==> src/hw/rtl/bis_pkg.sv <==
// bis_pkg: types, widths and codes for the bilinear image scaler.
// No dependencies; imported by every module of the scaler.
`timescale 1ns / 1ps

package bis_pkg;

    localparam int FRACTION_BITS = 16;
    localparam int MAX_SRC_DIM   = 256;               // width and height
    localparam int MAX_DST_DIM   = 4096;
    localparam int CH_N          = 4;
    localparam int SRC_AW        = $clog2(MAX_SRC_DIM);     // source coord bits
    localparam int SRC_DW        = 9;                 // src size register
    localparam int DST_DW        = 13;                // dst size register
    localparam int COORD_W       = 12;                // row/col fields
    localparam int CFG_W         = 13;                // widest register
    localparam int PROD_W        = COORD_W + SRC_AW;  // idx * (n-1)
    localparam int Q_W           = SRC_AW + FRACTION_BITS;
    localparam int DIV_W         = COORD_W;           // dst_n - 1
    localparam int W_W           = 2 * FRACTION_BITS + 1;
    localparam int WP_W          = 2 * (FRACTION_BITS + 1);
    localparam int PRD_W         = W_W + 8;
    localparam int ACC_W         = PRD_W + 2;
    localparam int PIX_W         = 8 * CH_N;
    localparam int BANK_AW       = 2 * (SRC_AW - 1);
    localparam logic [7:0] METHOD_BILINEAR = 8'd1;

    // Any unsupported method value maps to one code, ST_METHOD
    typedef enum logic [1:0] {
        ST_OK     = 2'd0,
        ST_METHOD = 2'd1,
        ST_RANGE  = 2'd2
    } t_status;

    typedef enum logic [2:0] {
        CFG_SRC_W  = 3'd0,
        CFG_SRC_H  = 3'd1,
        CFG_DST_W  = 3'd2,
        CFG_DST_H  = 3'd3,
        CFG_CHAN   = 3'd4,
        CFG_METHOD = 3'd5
    } t_cfg_idx;

    typedef struct packed {
        logic               mode;
        logic [COORD_W-1:0] row;
        logic [COORD_W-1:0] col;
        logic [7:0]         sample_in_0;
        logic [7:0]         sample_in_1;
        logic [7:0]         sample_in_2;
        logic [7:0]         sample_in_3;
    } t_in;

    typedef struct packed {
        logic [7:0] sample_out_0;
        logic [7:0] sample_out_1;
        logic [7:0] sample_out_2;
        logic [7:0] sample_out_3;
        t_status    status;
    } t_out;

    // What travels beside the coordinates down the pipe
    typedef struct packed {
        logic              req;
        t_status           status;
        logic [SRC_AW-1:0] wrow;
        logic [SRC_AW-1:0] wcol;
        logic [PIX_W-1:0]  wdata;
    } t_side;

    typedef struct packed {
        logic [DIV_W-1:0]  rem;
        logic [SRC_AW-1:0] lo;
        logic [Q_W-1:0]    q;
    } t_dhalf;

    typedef struct packed {
        t_dhalf r;
        t_dhalf c;
    } t_dstep;

endpackage

==> src/hw/rtl/bis_lane.sv <==
// bis_lane: blend of one channel, four products then a registered sum.
// Depends on bis_pkg.
`timescale 1ns / 1ps

module bis_lane (
    input  logic                    i_clk,
    input  logic                    i_en,
    input  logic [7:0]              i_pix [4],
    input  logic [bis_pkg::W_W-1:0] i_w   [4],
    output logic [7:0]              o_sample
);
    import bis_pkg::*;

    logic [PRD_W-1:0] r_prod [4];
    logic [ACC_W-1:0] acc;
    logic [7:0]       r_sample;

    assign acc = ACC_W'(r_prod[0]) + ACC_W'(r_prod[1])
               + ACC_W'(r_prod[2]) + ACC_W'(r_prod[3]);

    always_ff @(posedge i_clk) begin
        if (i_en) begin
            for (int i = 0; i < 4; i++) r_prod[i] <= PRD_W'(i_pix[i]) * PRD_W'(i_w[i]);
            r_sample <= acc[2*FRACTION_BITS +: 8];
        end
    end

    assign o_sample = r_sample;

endmodule

==> config.mk <==
export PLATFORM = sky130hd
export DESIGN_NAME = bis_lane
export DESIGN_NICKNAME = d
export VERILOG_FILES = /design/src/hw/rtl/bis_pkg.sv /design/src/hw/rtl/bis_lane.sv
export SDC_FILE = /design/constraint.sdc
export NUM_CORES = 2
export LEC_CHECK = 0
export ABC_AREA = 1
export BUFFER_PORTS_ARGS = -buffer_cell sky130_fd_sc_hd__buf_2
export CAP_MARGIN = 10
export CORE_UTILIZATION = 40
export DETAILED_ROUTE_END_ITERATION = 6
export SYNTH_ARGS = -nofsm -noshare
export SYNTH_HDL_FRONTEND = slang
export SYNTH_SLANG_ARGS = --single-unit
export TNS_END_PERCENT = 30
==> constraint.sdc <==
create_clock -name i_clk -period 13.8 [get_ports i_clk]
set_input_delay 1.38 -clock i_clk [delete_from_list [all_inputs] [get_ports i_clk]]
set_output_delay 1.38 -clock i_clk [all_outputs]
set_load 0.05 [all_outputs]
==> summary.md <==
| Metric | Value |
|---|---|
| Status | `completed` |
| Die ar. | `0.1115 sq mm` |
| Peak Freq | `0.1780 GHz` |
| Core area | `0.1090 sq mm` |
| Mean Syn Cell Area | `between 7 and 8 sq um` |
| Max-cap violations | `0` |
| RSZ-0062 raised after global routing | `no` |
| First-pass GRT wire length | `188700 um` |
| Critical path arrival | `5.81 ns` |
| Port-buffer cells | `173` |
| Dpl hpwl | `95610 um` |
| WL/cell | `between 15 and 20 um` |
| Initial antenna violation count | `7` |
| Util after Layout | `0.4254` |
| Fin crit share | `0.4071` |
| CTS-repair resized insts | `0` |
| Inst Count DP | `7253` |
| Worst endpoint required time | `approximately 14 ns` |
| Vias in the first global route | `36.13k` |
| Clock transition at path regs | `0.07 ns` |
| CTS tree | `built` |
| Tightest Hold Check Type | `flop to flop` |
| Critical path endpoint category | `flop` |
| Hold Fails Final Rpt | `0` |
| Synth-to-Final Area Change | `5.209%` |
| Setup Buffers After CTS | `0` |
| Ports | `roughly 170` |
| CP Launch Type | `primary input` |
| GPL Wtd Cong | `~0.94` |
| DRC violation count after routing | `0` |
| DR pass1 iterations | `6` |
| Die Wd | `about 330 um` |
| Worst slew margin | `0.3421` |
| Clock tree buffer depth | `2` |
| Total negative slack | `0 ns` |
| Final setup violation count | `0` |
| Final min period | `5.618 ns` |
| TritonCTS Buffers | `17` |
| Synthesized net count | `7181` |
| Post-route ant nets | `0` |
| Skew final | `approximately 0.014 ns` |
| Detailed-route wire length | `between 100000 and 150000 um` |
| Initial Util | `0.4044` |
| Most frequent cells in the layout | `nand2_1, inv_1, fa_1` |
| Post-Layout Cell Count | `around 7.3k` |
| Clock root cell | `clkbuf_16` |
| Slew @ Worst Pin | `0.9868 ns` |
| Post-synthesis cell count | `5925` |
| Vias post-DR | `35.01k` |
| DR iter-0 viols | `2138` |
| H-tree depth | `4` |
| Layout Nets | `7114` |
| Critical Path Fanout Max | `33` |
| CTS Hold Buffers Added | `0` |
| Via density | `4.804` |
| Final Max Tran Viols | `0` |
| Clk_lat worst skew | `0.44 ns` |
| Mapped cell area | `0.04408 sq mm` |
| Commonest non-fill, non-tap cell in the layout | `nand2_1` |
| Die Height | `334.0 um` |
| Setup CP Type | `primary input to flop` |
| Share of post-route cells with drive strength above 1 | `0.04394` |
| Part of the Yosys area used for sequential elements | `0.1145` |
| Synth cell types | `40` |
| Remaining Overflow, GRT | `0` |
| Pin count of the biggest net entering global routing | `a little over 90` |
| Synthesis Warnings | `0` |
| Total GRT Usage | `0.2102` |
| Row count | `121` |
| Clock sink count | `about 170` |
| Seq cells post-synth | `roughly 170` |
==> cells in the mapped netlist <==
cell type / n / share of area
a21boi_1: 2 / 0.00034
a21boi_2: 4 / 0.0010
o21ai_2: 15 / 0.0030
a21oi_2: 3 / 0.00060
nand3_1: 100 / 0.011
nor3b_2: 1 / 0.00028
xor2_1: 58 / 0.012
a21boi_0: 5 / 0.00085
nor3_2: 1 / 0.00023
nor2_1: 278 / 0.024
nor4b_1: 1 / 0.00020
o21a_1: 22 / 0.0037
inv_2: 1 / 0.000085
o311ai_0: 2 / 0.00040
nand2b_2: 1 / 0.00020
o21bai_1: 8 / 0.0014
nor3_1: 35 / 0.0040
edfxtp_1: 168 / 0.11
clkinv_1: 1 / 0.000085
a21o_1: 11 / 0.0019
nor4_1: 3 / 0.00043
nand2_1: 1700 / 0.14
a31oi_1: 8 / 0.0011
buf_1: 5 / 0.00043
ha_1: 273 / 0.077
nand2_2: 9 / 0.0013
o21ba_2: 1 / 0.00023
inv_1: 1652 / 0.14
nand4_1: 23 / 0.0033
o21ai_0: 130 / 0.015
o211ai_1: 1 / 0.00017
nor4_2: 1 / 0.00028
nand3b_1: 10 / 0.0017
o21ai_1: 8 / 0.00091
xnor2_1: 43 / 0.0085
nor2_2: 5 / 0.00071
clkbuf_1: 255 / 0.022
fa_1: 817 / 0.37
nand3_2: 11 / 0.0025
a21oi_1: 253 / 0.029
==> sequential cells by signal, summed over array words and instances (netlist names) <==
| signal | count |
|---|---|
| o_sample | 8 |
| r_prod | 160 |
==> per-stage QoR <==
step	hold slack [ns]	area, sq um	setup WS (ns)
after floorplan	0.7750	44080	8.387
after global placement	0.9112	45750	7.734
after detailed placement	0.8740	45750	7.739
after CTS	0.8955	46370	8.158
after global routing	0.9350	46370	7.854
final	0.8951	46370	8.182
==> path summary, 6_finish.rpt <==
path,slack [ns],to,start,cells after the start
worst min register to register,0.90,o_sample[7],r_prod[2][39],5
worst max-delay path,8.18,r_prod[0][36],i_pix[27],18
worst max register to register,10.43,o_sample[3],r_prod[0][5],11
worst min-delay path,0.90,o_sample[7],r_prod[2][39],5
==> routing by layer <==
layer | track usage | vias up | routed length [um]
met5 | 0 | - | 13
met4 | 0.03143 | 2 | 1311
met3 | 0.01653 | 80 | 4815
met2 | 0.3645 | 734 | 55840
met1 | 0.2917 | 17222 | 51790
li1 | - | 16972 | -
==> layout make-up <==
class	instances	area [sq um]
flip-flops and latches	168	5045
repair buffers	174	879.6
clock buffers	18	429.2
fillers	11281	62630
clock inverters	14	188.9
well taps	1414	1769
multi-input cells	3843	31850
diodes	2	5.005
inverters	1654	6208
==> cell families (layout without fill, tap and decap cells) <==
| group | Yosys count | after routing | share of synthesized area |
|---|---|---|---|
| buffers and inverters | 1914 | 1860 | 0.1630 |
| adders and majority gates | 1090 | 1090 | 0.4486 |
| other | 0 | 2 | 0 |
| xor gates and xnor gates | 101 | 101 | 0.02007 |
| AOI/OAI and AO/OA | 473 | 473 | 0.05910 |
| DFF | 168 | 168 | 0.1145 |
| and+or+nand+nor | 2179 | 2179 | 0.1948 |
==> critical path, cell delays in order <==
cell and delay [ns]:
buf_2 0.57, nand2_1 0.13, inv_1 0.11, fa_1 0.46, fa_1 0.52, fa_1 0.50, inv_1 0.05, fa_1 0.51
inv_1 0.05, ha_1 0.33, a21oi_1 0.27, o21ai_0 0.17, a21oi_1 0.15, nand3_1 0.25, nand2_1 0.17, nand2_1 0.06
nand2_1 0.06, nand2_1 0.06
Power is left out: the tool's default activity adds up to more than one toggle a clock period on the data nets, which glitch-free logic cannot reach.
