**config.mk**
```make
export PLATFORM = sky130hd
export DESIGN_NAME = bis_div
export DESIGN_NICKNAME = d
export VERILOG_FILES = /design/src/hw/rtl/bis_pkg.sv /design/src/hw/rtl/bis_div.sv
export SDC_FILE = /design/constraint.sdc
export NUM_CORES = 2
export LEC_CHECK = 0
export BUFFER_PORTS_ARGS = -buffer_cell sky130_fd_sc_hd__buf_4
export CAP_MARGIN = 20
export CORE_ASPECT_RATIO = 0.8
export CORE_MARGIN = 3
export CORE_UTILIZATION = 56
export DETAILED_ROUTE_END_ITERATION = 7
export PLACE_DENSITY = 0.72
export SLEW_MARGIN = 0
export SYNTH_ARGS = -nofsm -noshare
export SYNTH_HDL_FRONTEND = slang
export SYNTH_SLANG_ARGS = --single-unit
export TNS_END_PERCENT = 50
```
**constraint.sdc**
```tcl
create_clock -name i_clk -period 3.9 [get_ports i_clk]
set_input_delay 0.585 -clock i_clk [delete_from_list [all_inputs] [get_ports i_clk]]
set_output_delay 0.585 -clock i_clk [all_outputs]
set_load 0.01 [all_outputs]
```
**src/hw/rtl/bis_pkg.sv**
```systemverilog
// bis_pkg: types, widths and codes for the bilinear image scaler.
// No dependencies; imported by every module of the scaler.
`timescale 1ns / 1ps

package bis_pkg;

    localparam int FRACTION_BITS = 16;
    localparam int MAX_SRC_DIM   = 256;               // width and height
    localparam int MAX_DST_DIM   = 4096;
    localparam int CH_N          = 4;
    localparam int SRC_AW        = $clog2(MAX_SRC_DIM);     // source coord bits
    localparam int SRC_DW        = 9;                 // src size register
    localparam int DST_DW        = 13;                // dst size register
    localparam int COORD_W       = 12;                // row/col fields
    localparam int CFG_W         = 13;                // widest register
    localparam int PROD_W        = COORD_W + SRC_AW;  // idx * (n-1)
    localparam int Q_W           = SRC_AW + FRACTION_BITS;
    localparam int DIV_W         = COORD_W;           // dst_n - 1
    localparam int W_W           = 2 * FRACTION_BITS + 1;
    localparam int WP_W          = 2 * (FRACTION_BITS + 1);
    localparam int PRD_W         = W_W + 8;
    localparam int ACC_W         = PRD_W + 2;
    localparam int PIX_W         = 8 * CH_N;
    localparam int BANK_AW       = 2 * (SRC_AW - 1);
    localparam logic [7:0] METHOD_BILINEAR = 8'd1;

    // Any unsupported method value maps to one code, ST_METHOD
    typedef enum logic [1:0] {
        ST_OK     = 2'd0,
        ST_METHOD = 2'd1,
        ST_RANGE  = 2'd2
    } t_status;

    typedef enum logic [2:0] {
        CFG_SRC_W  = 3'd0,
        CFG_SRC_H  = 3'd1,
        CFG_DST_W  = 3'd2,
        CFG_DST_H  = 3'd3,
        CFG_CHAN   = 3'd4,
        CFG_METHOD = 3'd5
    } t_cfg_idx;

    typedef struct packed {
        logic               mode;
        logic [COORD_W-1:0] row;
        logic [COORD_W-1:0] col;
        logic [7:0]         sample_in_0;
        logic [7:0]         sample_in_1;
        logic [7:0]         sample_in_2;
        logic [7:0]         sample_in_3;
    } t_in;

    typedef struct packed {
        logic [7:0] sample_out_0;
        logic [7:0] sample_out_1;
        logic [7:0] sample_out_2;
        logic [7:0] sample_out_3;
        t_status    status;
    } t_out;

    // What travels beside the coordinates down the pipe
    typedef struct packed {
        logic              req;
        t_status           status;
        logic [SRC_AW-1:0] wrow;
        logic [SRC_AW-1:0] wcol;
        logic [PIX_W-1:0]  wdata;
    } t_side;

    typedef struct packed {
        logic [DIV_W-1:0]  rem;
        logic [SRC_AW-1:0] lo;
        logic [Q_W-1:0]    q;
    } t_dhalf;

    typedef struct packed {
        t_dhalf r;
        t_dhalf c;
    } t_dstep;

endpackage

```
**src/hw/rtl/bis_div.sv**
```systemverilog
// bis_div: pipelined restoring divider, one quotient bit per stage, row and
// column side by side. Depends on bis_pkg.
`timescale 1ns / 1ps

module bis_div (
    input  logic                       i_clk,
    input  logic                       i_rst_n,
    input  logic                       i_en,
    input  logic                       i_vld,
    input  bis_pkg::t_side             i_side,
    input  logic [bis_pkg::PROD_W-1:0] i_p_r,
    input  logic [bis_pkg::PROD_W-1:0] i_p_c,
    input  logic [bis_pkg::DIV_W-1:0]  i_d_r,
    input  logic [bis_pkg::DIV_W-1:0]  i_d_c,
    output logic                       o_vld,
    output bis_pkg::t_side             o_side,
    output logic [bis_pkg::Q_W-1:0]    o_q_r,
    output logic [bis_pkg::Q_W-1:0]    o_q_c
);
    import bis_pkg::*;

    function automatic t_dhalf step(input t_dhalf s, input logic [DIV_W-1:0] d);
        logic [DIV_W:0] t;
        logic           ge;
        t_dhalf         o;
        t  = {s.rem, s.lo[SRC_AW-1]};
        ge = (t >= {1'b0, d});
        o.rem = ge ? DIV_W'(t - {1'b0, d}) : t[DIV_W-1:0];
        o.lo  = s.lo << 1;
        o.q   = {s.q[Q_W-2:0], ge};
        return o;
    endfunction

    t_dstep init;
    t_dstep n_st [Q_W];
    t_dstep r_st [Q_W];
    t_side  r_side [Q_W];
    logic   r_vld [Q_W];

    // Top bits of the numerator are already below the divisor
    assign init.r = '{rem: i_p_r[PROD_W-1:SRC_AW], lo: i_p_r[SRC_AW-1:0], q: '0};
    assign init.c = '{rem: i_p_c[PROD_W-1:SRC_AW], lo: i_p_c[SRC_AW-1:0], q: '0};

    always_comb begin
        for (int i = 0; i < Q_W; i++) begin
            if (i == 0) begin
                n_st[i].r = step(init.r, i_d_r);
                n_st[i].c = step(init.c, i_d_c);
            end else begin
                n_st[i].r = step(r_st[i-1].r, i_d_r);
                n_st[i].c = step(r_st[i-1].c, i_d_c);
            end
        end
    end

    always_ff @(posedge i_clk) begin
        if (!i_rst_n) begin
            for (int i = 0; i < Q_W; i++) r_vld[i] <= 1'b0;
        end else if (i_en) begin
            r_vld[0] <= i_vld;
            for (int i = 1; i < Q_W; i++) r_vld[i] <= r_vld[i-1];
        end
    end

    always_ff @(posedge i_clk) begin
        if (i_en) begin
            r_side[0] <= i_side;
            for (int i = 1; i < Q_W; i++) r_side[i] <= r_side[i-1];
            for (int i = 0; i < Q_W; i++) r_st[i] <= n_st[i];
        end
    end

    assign o_vld  = r_vld[Q_W-1];
    assign o_side = r_side[Q_W-1];
    assign o_q_r  = r_st[Q_W-1].r.q;
    assign o_q_c  = r_st[Q_W-1].c.q;

endmodule

```
==> impl_results.md <==
* Run status: finished clean
* Internal at 61310 uW
* Clk pwr share at 24.9%
* Synth unique cells at 83
* Initial antenna violation count at 14
* Main synth FF type: edfxtp_1
* Slowest CP cell: edfxtp_1
* CTS Sinks at 2456
* Finished Layout Cells at 9968
* Crit-path max cell delay at 460 ps
* Final WL at 190.5 mm
* Cell taking the most area after synthesis: edfxtp_1
* Final critical-path setup slack at 858.2 ps
* Endpoints failing setup at 0
* Synth async-reset ratio at 0%
* Critical Path, Cell by Cell: ha_1, o21a_1, o31a_1, o21ai_2, a21oi_1, or3_1, a311oi_4, buf_12, mux2_2
* Setup tns final at 0 ps
* Type of destination of the critical path: register
* Clock Tree Root: clkbuf_16
* Fillcell total at 13140
* Logic gate share of total power at 31.8%
* Std-Cell Rows at 141
* Relative slew slack at 22.44%
* Die Wd at 491.5 um
* Remaining DRCs at 0
* Pin count of the biggest net entering global routing at 186
* Slew Limit Fails at 0
* Post-route ant nets at 0
* Latest clock arrival within the worst-skew pair at 860 ps
* Seq/Total Area, Yosys at 69.85%
* Worst slew pin tran at 1156 ps
* Fin nets at 8012
* Reg-to-Reg Start: r_st[2][247]
* Initial Util at 56.79%
* Synth top area cells: edfxtp_1 (70%), ha_1 (6.8%), mux2_2 (3.5%)
* Critical Path Source Type: register
* HP Class: input port to register
* GRT Residual Overflow at 0
* CTS tree: built
* Hold Path Cell Cnt at 2
* Post-CTS Setup Bufs at 0
* H-tree levels at 4
* Synth warn at 0
* Sw Pwr at 26330 uW
* Overall routing resource usage at 19.42%
* Global-route wire length before repair at 301.4 mm
* Via count at 56110
* Area Growth Syn to Fin at 13.03%
* Switch share at 30.04%
* Router iterations before antenna repair at 5
* Seq cells post-synth at 2456
* Number of flops mapped to enable cells by yosys at 2456
* Critical path startpoint: r_st[2][247]
* Vias/cell at 5.629
* Wire per inst at 19.11 um
* DRT iter0 DRCs at 3983
* Kind of critical path: register to register
* Core outline area at 185900 um2
* Commonest non-fill, non-tap cell in the layout: edfxtp_1
* Reg power frac at 43.3%
* Most frequent cells in the layout: edfxtp_1 (2456), ha_1 (574), a21oi_1 (447), nor2_1 (431), buf_4 (343)
* Num CTS Buffers at 225
* Peak supply drop at 0.5287 mV
* RSZ-0062 raised after global routing: false
* Gpl congestion at 0.8549
* Post-Syn Nets at 7489
* Placed Cells at 9466
* Cells after synthesis at 6750
* Static leakage at 0.04408 uW
* Hold Startpoint: i_vld
* Fin crit share at 78.00%
* Post-Syn Area at 105600 um2
* Max clock buf depth at 3
* Worst R2R Path Depth at 9
* Skew final at 67.09 ps
* Power Density at 734.3 nW/um2
* Die area at 193800 um2
* Vias in the first global route at 55560
* Share of layout cells above drive strength 1 at 15.11%
* Post-DP HPWL at 118.2 mm
* Max Cap Viol at 0
* Io pins at 219
* Final hold vios at 0
* Post-synth top area share at 69.85%
* Die extent in y at 394.4 um
* Place WS at 179.1 ps
* CP max FO at 13
* Clk slew on worst S/H paths at 60 ps
* Fmax at 0.3287 GHz
* Critical Path AT at 3610 ps
* Post-synthesis area per instance at 15.64 um2
* Crit path required time at 4470 ps
* Post-layout min period at 3042 ps
* Buffers on Ports at 218
* Cts repair resizes at 0
final timing paths:
| path | end | slack [ps] |
|---|---|---|
| max | r_st[2][340] | 860 |
| min | r_vld[0][0] | 100 |
| max reg2reg | r_st[2][340] | 860 |
| min reg2reg | r_st[0][331] | 360 |
area by class of cell:
type	count	area [um2]	share of cell area [%]
Sequential cell	2456	73750	61.79
Multi-Input combinational cell	3947	30110	25.23
Clock buffer	259	5779	4.842
Timing Repair Buffer	466	4240	3.553
Tap cell	2502	3131	2.623
Clock inverter	154	1653	1.385
Inverter	177	664.4	0.5567
Antenna cell	7	17.52	0.01468
per-layer routing:
metal  up-vias  track usage [%]  share of wire (%)
li1      27050                -                  -
met1     27380            28.32                 46
met2      1342            30.26                 46
met3       333            3.139                5.1
met4         4            6.031                2.8
met5         -                0              0.012
per-stage QoR:
stage | utilization [%] | instance area [um2] | hold slack (ps) | total power, uW
after floorplan | - | 105600 | 400.3 | 58730
after global placement | 59.73 | 111100 | 400.2 | 64780
after detailed placement | 59.73 | 111100 | 404.5 | 65710
after CTS | 64.16 | 119300 | 3.424 | 88080
after global routing | 64.18 | 119300 | 37.45 | 92860
final | 64.18 | 119300 | 104.4 | 87640
critical path, delay by kind of cell, from the launching register on:
kind / cells / cell delay [ps]
mux: 1 / 340
compound gates: 5 / 950
buf+inv: 1 / 180
simple gates: 1 / 440
fa+ha+maj: 1 / 380
flops: 1 / 460
flip-flops by register name, indices dropped and copies added (netlist names):
name / cells
r_vld: 24
r_st: 1208
r_side: 1224
power groups by stage:
stage / combinational, uW / sequential, uW / clock (uW)
finish: 27900 / 38000 / 21800
global route: 31000 / 38300 / 23500
CTS: 27700 / 37900 / 22500
detailed placement: 27300 / 38400 / 0
global placement: 26400 / 38400 / 0
floorplan: 21600 / 37200 / 0
cells by family after synthesis:
group / after synthesis / share of synthesized area, %
AO/OA/AOI/OAI: 1387 / 8.296
XOR/XNOR: 318 / 2.638
adder cells (fa/ha/maj): 620 / 7.674
buffers and inverters: 347 / 1.644
flip-flops: 2456 / 69.85
multiplexers: 383 / 4.053
AND/OR/NAND/NOR: 1239 / 5.851
synth_stat cells, drive strengths merged (10+ instances only):
cell type / instances
edfxtp: 2456
ha: 574
a21oi: 449
nor2: 431
o21ai: 336
mux2: 335
xnor2: 198
inv: 177
nand2: 171
buf: 143
a21o: 135
nor2b: 125
xor2: 120
nand2b: 112
o21a: 95
nor3: 86
and3: 73
nand3: 63
and2: 59
o31ai: 50
mux2i: 48
fa: 46
a211oi: 41
o211ai: 38
a31oi: 34
a31o: 30
or3: 29
a311o: 27
clkbuf: 27
o31a: 21
or2: 19
and4: 15
nand4: 15
o221ai: 15
a2111oi: 14
o22ai: 14
or3b: 14
nor4: 11
a211o: 10
a22oi: 10
a2bb2oi: 10
o21bai: 10
repair_timing:
action / 4_1_cts / 5_1_grt
hold endpoints to repair: 79 / 0
setup endpoints to repair: 0 / 0
hold buffers: 79 / 0
Note: power is estimated with default switching activity, not from simulation.
